===== src/rtl/saft_pkg.sv =====
// shared types and constants for the sent angle frame tracker
package saft_pkg;

  localparam int NumWidth    = 36;
  localparam int DivWidth    = 32;
  localparam int DeltaWidth  = 14;
  localparam int AccWidth    = 34;
  localparam logic [23:0] SpeedScale = 24'd10000000;
  localparam logic signed [12:0] HalfTurn = 13'sd2048;
  localparam logic signed [13:0] FullTurn = 14'sd4096;
  localparam logic [3:0] NibbleMask = 4'hf;

  typedef enum logic [1:0] {
    CFG_DIRECTION  = 2'd0,
    CFG_RANGE_LOW  = 2'd1,
    CFG_RANGE_HIGH = 2'd2
  } cfg_index_t;

  typedef enum logic [2:0] {
    ST_IDLE,
    ST_ACC,
    ST_WRAP,
    ST_DIV_WAIT,
    ST_SAT,
    ST_OUT
  } state_t;

  typedef struct packed {
    logic [3:0]  angle_high_nibble;
    logic [3:0]  angle_mid_nibble;
    logic [3:0]  angle_low_nibble;
    logic [3:0]  counter_high_nibble;
    logic [3:0]  counter_low_nibble;
    logic [3:0]  check_nibble;
    logic [31:0] timestamp_us;
  } frame_in_t;

  typedef struct packed {
    logic               frame_ok;
    logic [11:0]        raw_angle;
    logic signed [31:0] turn_angle;
    logic signed [31:0] speed;
    logic [31:0]        missed_frames;
  } frame_out_t;

  typedef struct packed {
    logic                start;
    logic [NumWidth-1:0] dividend;
    logic [DivWidth-1:0] divisor;
  } div_req_t;

endpackage


===== src/rtl/saft_div.sv =====
// bit-serial restoring unsigned divider, one quotient bit per cycle
module saft_div
  import saft_pkg::*;
(
  input  logic                clk,
  input  logic                rst,
  input  div_req_t            req,
  output logic                done,
  output logic [NumWidth-1:0] quotient
);

  localparam int NumW = NumWidth;
  localparam int DenW = DivWidth;
  localparam int CntW = $clog2(NumW);
  localparam logic [CntW-1:0] LastCount = CntW'(NumW - 1);

  logic [DenW-1:0] rem;
  logic [DenW-1:0] divisor;
  logic [NumW-1:0] quo;
  logic [CntW-1:0] cnt;
  logic            busy;
  logic [DenW:0]   trial;
  logic            fits;

  always_comb begin
    trial = {rem, quo[NumW-1]} - {1'b0, divisor};
    fits  = ({rem, quo[NumW-1]} >= {1'b0, divisor});
  end

  always_ff @(posedge clk) begin
    if (rst) begin
      busy <= 1'b0;
      done <= 1'b0;
      cnt  <= '0;
    end else begin
      done <= busy && (cnt == '0);
      if (req.start) begin
        busy <= 1'b1;
        cnt  <= LastCount;
      end else if (busy) begin
        if (cnt == '0) begin
          busy <= 1'b0;
        end else begin
          cnt <= cnt - 1'b1;
        end
      end
    end
  end

  always_ff @(posedge clk) begin
    if (req.start) begin
      rem     <= '0;
      quo     <= req.dividend;
      divisor <= req.divisor;
    end else if (busy) begin
      if (fits) begin
        rem <= trial[DenW-1:0];
      end else begin
        rem <= {rem[DenW-2:0], quo[NumW-1]};
      end
      quo <= {quo[NumW-2:0], fits};
    end
  end

  assign quotient = quo;

endmodule


===== src/rtl/sent_angle_frame_tracker_core.sv =====
// top level of the sent angle frame tracker
// states per frame: acc, wrap, div_wait and sat (nonzero time step only), out; a rejected or
// first frame goes straight to out. The bit-serial speed divider gives one quotient bit per
// cycle over 36 bits. One frame at a time, next taken the cycle after its result loads.
// rst is synchronous: configuration returns to direction 1 and clip range -2^23 .. 2^23-1,
// tracking state clears to zero
module sent_angle_frame_tracker_core
  import saft_pkg::*;
(
  input  logic       clk,
  input  logic       rst,
  input  logic       in_valid,
  output logic       in_stall,
  input  frame_in_t  in_data,
  output logic       out_valid,
  input  logic       out_stall,
  output frame_out_t out_data,
  input  logic       cfg_valid,
  output logic       cfg_ready,
  input  logic [1:0] cfg_index,
  input  logic [31:0] cfg_data
);

  state_t state, state_next;

  logic signed [1:0]  direction;
  logic signed [31:0] range_low;
  logic signed [31:0] range_high;

  logic        seen_any_frame;
  logic [7:0]  expected_counter;
  logic [31:0] missed_total;
  logic [11:0] last_angle_sample;
  logic        have_last_sample;
  logic [31:0] accumulated_angle;
  logic [31:0] speed_value;
  logic [31:0] last_time;

  logic                         ok_r;
  logic signed [DeltaWidth-1:0] dd;
  logic [31:0]                  dt;
  logic signed [AccWidth-1:0]   acc_sum;
  logic signed [AccWidth-1:0]   clip_range;
  logic [NumWidth-1:0]          num_mag;
  logic                         num_neg;

  logic accept;
  logic out_load;
  logic [7:0]  ct;
  logic [7:0]  exp_base;
  logic        ok;
  logic [11:0] raw;
  logic signed [12:0] d_raw;
  logic signed [12:0] d_unw;
  logic signed [DeltaWidth-1:0] d_dir;
  logic [12:0] dd_mag;
  logic [NumWidth-1:0] prod;
  logic signed [AccWidth-1:0] range_low_x;
  logic signed [AccWidth-1:0] range_high_x;

  div_req_t            div_req;
  logic                div_done;
  logic [NumWidth-1:0] div_quo;

  assign accept    = in_valid && !in_stall;
  assign in_stall  = (state != ST_IDLE);
  assign cfg_ready = 1'b1;

  assign ct       = {in_data.counter_high_nibble, in_data.counter_low_nibble};
  assign exp_base = seen_any_frame ? expected_counter + 8'd1 : ct;
  assign ok       = ((~in_data.angle_high_nibble) & NibbleMask) == in_data.check_nibble;
  assign raw      = {in_data.angle_high_nibble, in_data.angle_mid_nibble,
                     in_data.angle_low_nibble};

  always_comb begin
    d_raw = $signed({1'b0, raw}) - $signed({1'b0, last_angle_sample});
    if (d_raw > HalfTurn) begin
      d_unw = 13'(d_raw - FullTurn);
    end else if (d_raw < -HalfTurn) begin
      d_unw = 13'(d_raw + FullTurn);
    end else begin
      d_unw = d_raw;
    end
    case (direction)
      2'sb01:  d_dir = DeltaWidth'(d_unw);
      2'sb11:  d_dir = -DeltaWidth'(d_unw);
      2'sb10:  d_dir = -(DeltaWidth'(d_unw) <<< 1);
      default: d_dir = '0;
    endcase
  end

  assign dd_mag       = dd[DeltaWidth-1] ? 13'(-dd) : 13'(dd);
  assign prod         = NumWidth'(SpeedScale) * NumWidth'(dd_mag);
  assign range_low_x  = AccWidth'(range_low);
  assign range_high_x = AccWidth'(range_high);

  assign div_req.start    = (state == ST_WRAP) && (dt != '0);
  assign div_req.dividend = num_mag;
  assign div_req.divisor  = dt;

  saft_div u_div (
    .clk      (clk),
    .rst      (rst),
    .req      (div_req),
    .done     (div_done),
    .quotient (div_quo)
  );

  always_ff @(posedge clk) begin
    if (rst) begin
      state <= ST_IDLE;
    end else begin
      state <= state_next;
    end
  end

  always_comb begin
    state_next = state;
    out_load   = 1'b0;
    unique case (state)
      ST_IDLE: begin
        if (accept) begin
          state_next = (ok && have_last_sample) ? ST_ACC : ST_OUT;
        end
      end
      ST_ACC: begin
        state_next = ST_WRAP;
      end
      ST_WRAP: begin
        state_next = (dt != '0) ? ST_DIV_WAIT : ST_OUT;
      end
      ST_DIV_WAIT: begin
        if (div_done) begin
          state_next = ST_SAT;
        end
      end
      ST_SAT: begin
        state_next = ST_OUT;
      end
      ST_OUT: begin
        if (!out_valid || !out_stall) begin
          out_load   = 1'b1;
          state_next = ST_IDLE;
        end
      end
      default: state_next = ST_IDLE;
    endcase
  end

  // configuration
  always_ff @(posedge clk) begin
    if (rst) begin
      direction  <= 2'sd1;
      range_low  <= -32'sd8388608;
      range_high <= 32'sd8388607;
    end else if (cfg_valid && cfg_ready) begin
      unique case (cfg_index)
        CFG_DIRECTION:  direction  <= $signed(cfg_data[1:0]);
        CFG_RANGE_LOW:  range_low  <= $signed(cfg_data);
        CFG_RANGE_HIGH: range_high <= $signed(cfg_data);
        default: ;
      endcase
    end
  end

  // tracking state
  always_ff @(posedge clk) begin
    if (rst) begin
      seen_any_frame    <= 1'b0;
      expected_counter  <= '0;
      missed_total      <= '0;
      last_angle_sample <= '0;
      have_last_sample  <= 1'b0;
      accumulated_angle <= '0;
      speed_value       <= '0;
      last_time         <= '0;
      ok_r              <= 1'b0;
    end else begin
      if (accept) begin
        seen_any_frame   <= 1'b1;
        expected_counter <= ct;
        if (ct != exp_base) begin
          missed_total <= missed_total + {24'd0, 8'(ct - exp_base)};
        end
        ok_r <= ok;
        if (ok) begin
          last_angle_sample <= raw;
          have_last_sample  <= 1'b1;
          last_time         <= in_data.timestamp_us;
        end
      end
      if (state == ST_WRAP) begin
        if (acc_sum < range_low_x) begin
          accumulated_angle <= 32'(acc_sum + clip_range);
        end else if (acc_sum > range_high_x) begin
          accumulated_angle <= 32'(acc_sum - clip_range);
        end else begin
          accumulated_angle <= 32'(acc_sum);
        end
      end
      if (state == ST_SAT) begin
        if (!num_neg) begin
          speed_value <= (div_quo[NumWidth-1:31] != '0) ? 32'h7fff_ffff : div_quo[31:0];
        end else if (div_quo > NumWidth'(33'h0_8000_0000)) begin
          speed_value <= 32'h8000_0000;
        end else begin
          speed_value <= 32'(-div_quo);
        end
      end
    end
  end

  // datapath scratch registers
  always_ff @(posedge clk) begin
    if (accept) begin
      dd <= d_dir;
      dt <= in_data.timestamp_us - last_time;
    end
    if (state == ST_ACC) begin
      acc_sum    <= AccWidth'($signed(accumulated_angle)) + AccWidth'(dd);
      clip_range <= range_high_x - range_low_x + AccWidth'(1);
      num_mag    <= prod;
      num_neg    <= dd[DeltaWidth-1];
    end
  end

  // output register
  always_ff @(posedge clk) begin
    if (rst) begin
      out_valid <= 1'b0;
    end else if (out_load) begin
      out_valid <= 1'b1;
    end else if (!out_stall) begin
      out_valid <= 1'b0;
    end
  end

  always_ff @(posedge clk) begin
    if (out_load) begin
      out_data.frame_ok      <= ok_r;
      out_data.raw_angle     <= last_angle_sample;
      out_data.turn_angle    <= $signed(accumulated_angle);
      out_data.speed         <= $signed(speed_value);
      out_data.missed_frames <= missed_total;
    end
  end

endmodule


===== config.mk =====
export PLATFORM = sky130hd
export DESIGN_NAME = sent_angle_frame_tracker_core
export DESIGN_NICKNAME = d
export VERILOG_FILES = /design/src/rtl/saft_pkg.sv /design/src/rtl/saft_div.sv /design/src/rtl/sent_angle_frame_tracker_core.sv
export SDC_FILE = /design/constraint.sdc
export NUM_CORES = 2
export LEC_CHECK = 0
export CAP_MARGIN = 30
export CORE_ASPECT_RATIO = 1.75
export CORE_MARGIN = 5
export CORE_UTILIZATION = 45
export DETAILED_ROUTE_END_ITERATION = 7
export DONT_BUFFER_PORTS = 1
export PLACE_DENSITY = 0.62
export SYNTH_ARGS = -nofsm -noshare
export SYNTH_HDL_FRONTEND = slang
export SYNTH_SLANG_ARGS = --single-unit

===== constraint.sdc =====
create_clock -name clk -period 10.1 [get_ports clk]
set_input_delay 1.01 -clock clk [delete_from_list [all_inputs] [get_ports clk]]
set_output_delay 1.01 -clock clk [all_outputs]
set_load 0.03 [all_outputs]

==> results.sh <==
export IMPL_status="complete, no violations"
export IMPL_cts_tree="done"
export IMPL_worstSetupPathType="reg2reg"
export IMPL_slew_headroom_pct=23.9
export IMPL_clock_skew_ns=0.0254
export IMPL_power_density_nw_per_um2=316
export IMPL_synthToLayoutAreaGrowth_pct=7.98
export IMPL_grtUsageMet1_pct=22.7
export IMPL_vias=29600
export IMPL_setup_viol=0
export IMPL_ir_worst_vdd_mv=0.261
export IMPL_total_power_mw=13.0
export IMPL_grtUsageTotal_pct=22.3
export IMPL_busiest_layer="met2"
export IMPL_syn_inst=4167
export IMPL_route_detailed_drc=0
export IMPL_synth_area_leader_cell="edfxtp_1"
export IMPL_gr_usage_met2_pct=43.9
export IMPL_worstSkewPairLatency_ns=0.66
export IMPL_cts_clk_slew_worst_paths_ns=0.07
export IMPL_tightestPinTransition_ns=1.13
export IMPL_die_x_um=230
export IMPL_min_period_ns=8.10
export IMPL_async_reset_ff_share_pct=0
export IMPL_dieArea_um2=90800
export IMPL_portBuffers=0
export IMPL_dr_pass1_iters=6
export IMPL_period_share_pct=80.2
export IMPL_ant_nets=0
export IMPL_syn_avg_cell_area_um2=9.14
export IMPL_grt_max_degree=226
export IMPL_post_drt_wl_per_cell_um=19.9
export IMPL_die_h_um=395
export IMPL_start_kind="register"
export IMPL_placed_cells=5128
export IMPL_syn_nets=4741
export IMPL_end_kind="register"
export IMPL_cts_resized=0
export IMPL_synth_top_cells_by_area="edfxtp_1 25%, ha_1 14%, dfxtp_1 14%"
export IMPL_hold_viol_final=0
export IMPL_cts_setup_buffers=0
export IMPL_initial_core_util_pct=45.3
export IMPL_hpwl_um=80000
export IMPL_cp_required_ns=10.50
export IMPL_postCtsHoldBufs=0
export IMPL_ios=207
export IMPL_ys_warn_count=0
export IMPL_grt_pass1_wl_um=163000
export IMPL_path_max_fanout=11
export IMPL_htreeDepth=2
export IMPL_numCtsBuffers=57
export IMPL_clock_sinks=579
export IMPL_critPathArrivalTime_ns=8.50
export IMPL_clock_path_buffers=3
export IMPL_synth_edff_count=318
export IMPL_viasPerCell=5.66
export IMPL_use_met3_pct=4.17
export IMPL_seq_area_frac_synth_pct=38.8
export IMPL_finalWirelength_um=104000
export IMPL_hold_class="reg2reg"
export IMPL_netlist_area_um2=38100
export IMPL_root_buffer="clkbuf_16"
export IMPL_report_final_slew_viol_count=0
export IMPL_max_cap_viol_count=0
export IMPL_core_um2=84200
export IMPL_antenna_found_initial=1
export IMPL_fin_cells=5235
export IMPL_n_antenna_cell=0
export IMPL_yosysTopAreaCellShare_pct=25.1
export IMPL_drt_iter0_drc=1617
export IMPL_leakage_nw=16.9
export IMPL_rsz0062_at_grt="no"
export IMPL_final_nets=4689
export IMPL_synth_main_ff_cell="edfxtp_1"
export IMPL_rows=141
export IMPL_gr_total_overflow=0
export IMPL_drive_above_1_share_pct=4.28
export IMPL_gp_congestion=0.921
export IMPL_ys_seq_elements=579
export IMPL_ys_types=89
export IMPL_grt_pass1_vias=29800
export IMPL_finalSetupTns_ns=0
export IMPL_max_freq_mhz=123
[through the flow]
| stage | setup slack (ns) | area [µm²] | hold slack, ns | util (%) |
|---|---|---|---|---|
| finish | 2.00 | 41100 | 0.428 | 48.9 |
| CTS | 1.93 | 41100 | 0.406 | 48.9 |
| global route | 1.55 | 41100 | 0.410 | 48.9 |
| floorplan | 1.91 | 38100 | 0.408 | - |
| global placement | 2.04 | 39200 | 0.415 | 46.5 |
| detailed placement | 1.95 | 39200 | 0.413 | 46.6 |
[state kept, by name, summed over array words and instances (netlist names), 2 cells and up]
name / cells
acc_sum: 33
state: 3
out_data: 109
u_div.cnt: 6
last_time: 32
missed_total: 32
u_div.rem: 32
num_mag: 29
speed_value: 32
clip_range: 32
dd: 14
u_div.divisor: 32
expected_counter: 8
last_angle_sample: 12
range_high: 32
u_div.quotient: 36
range_low: 32
direction: 2
dt: 32
accumulated_angle: 32
[layout by cell type, fill, tap and decap left out, types with 65 or more instances in the layout]
| cell type | instances |
|---|---|
| nand2_1 | 470 |
| ha_1 | 421 |
| inv_1 | 391 |
| a21oi_1 | 380 |
| nor2_1 | 322 |
| edfxtp_1 | 318 |
| dfxtp_1 | 261 |
| o21ai_0 | 178 |
| xnor2_1 | 155 |
| nor3_1 | 108 |
| a21o_1 | 88 |
| xor2_1 | 72 |
| nand3_1 | 65 |
[final timing paths]
path,start,to,slack [ns],cells past startpoint
worst max-delay path,dd[0]$_DFFE_PP_,num_mag[35]$_DFFE_PP_,2.00,25
worst max register to register,dd[0]$_DFFE_PP_,num_mag[35]$_DFFE_PP_,2.00,25
worst min-delay path,speed_value[3]$_SDFFE_PP0P_,out_data[35]$_DFFE_PP_,0.43,0
worst min register to register,speed_value[3]$_SDFFE_PP0P_,out_data[35]$_DFFE_PP_,0.43,0
[cells in the mapped netlist (all sizes together) (8+ instances only)]
cell type  number
a21o           88
and2           20
nor4           26
nor3b           9
nor2          322
or3            36
a31o           11
o211ai         37
o22ai          11
o31ai          30
mux2i          38
a211o          45
edfxtp        318
xnor2         155
a211oi         38
nand3          65
inv           393
or4            12
a221oi         17
a2111oi        11
or2            10
nor2b          33
clkbuf        132
dfxtp         261
nand3b         16
a31oi          25
nand2b         35
nand4          44
fa             58
xor2           72
and3           26
ha            421
buf            12
nor3          111
o21a           39
o41ai           8
o21bai         39
nand2         472
a311oi         11
o21ai         185
a21oi         381
[power by group]
part           internal, mW  switching (mW)  leakage [nW]
clock                  1.24            1.01         0.936
combinational          3.03            4.17          10.8
sequential             3.19           0.351          5.11
[metal layers]
| layer | wire, µm | part of all wire [%] | vias to the layer above |
|---|---|---|---|
| li1 | - | - | 14700 |
| met1 | 37300 | 36 | 14100 |
| met2 | 56500 | 54 | 657 |
| met3 | 5500 | 5.3 | 232 |
| met4 | 4710 | 4.5 | 0 |
| met5 | 0 | 0 | - |
[cells by family (layout without fill, tap and decap cells)]
family,Yosys count,count (layout),share of synthesized area [%]
other,1,1,0.00984
and+or+nand+nor,1256,1256,15.2
xor gates and xnor gates,227,227,5.22
DFF,579,579,38.8
AOI/OAI and AO/OA,1047,1047,17.5
adders and majority gates,479,479,16.9
buffers and inverters,538,534,5.34
muxes,40,40,1.06
[critical path, stage by stage (launching register included)]
cell and delay, ns:
edfxtp_1 0.60, inv_1 0.20, ha_1 0.18, nand2_1 0.06, or3_1 0.32, o31ai_1 0.42, nand2_1 0.12, xor2_1 0.70
ha_1 0.36, inv_1 0.12, fa_1 0.45, fa_1 0.51, inv_1 0.05, fa_1 0.53, inv_1 0.05, fa_1 0.54
inv_1 0.04, ha_1 0.37, nand2_1 0.09, nor4_1 0.49, nor2_1 0.14, a2111oi_0 0.76, o31ai_1 0.28, o21ai_0 0.23
a21oi_1 0.11, xnor2_1 0.13
[layout make-up]
| class | instances | area (µm²) |
|---|---|---|
| Fill cell | 7983 | 43000 |
| Multi-Input combinational cell | 3050 | 21300 |
| Sequential cell | 579 | 14800 |
| Clock buffer | 68 | 1510 |
| Inverter | 394 | 1480 |
| Tap cell | 1072 | 1340 |
| Clock inverter | 39 | 434 |
| Timing Repair Buffer | 33 | 260 |
Power figures use the tool's default switching activity.
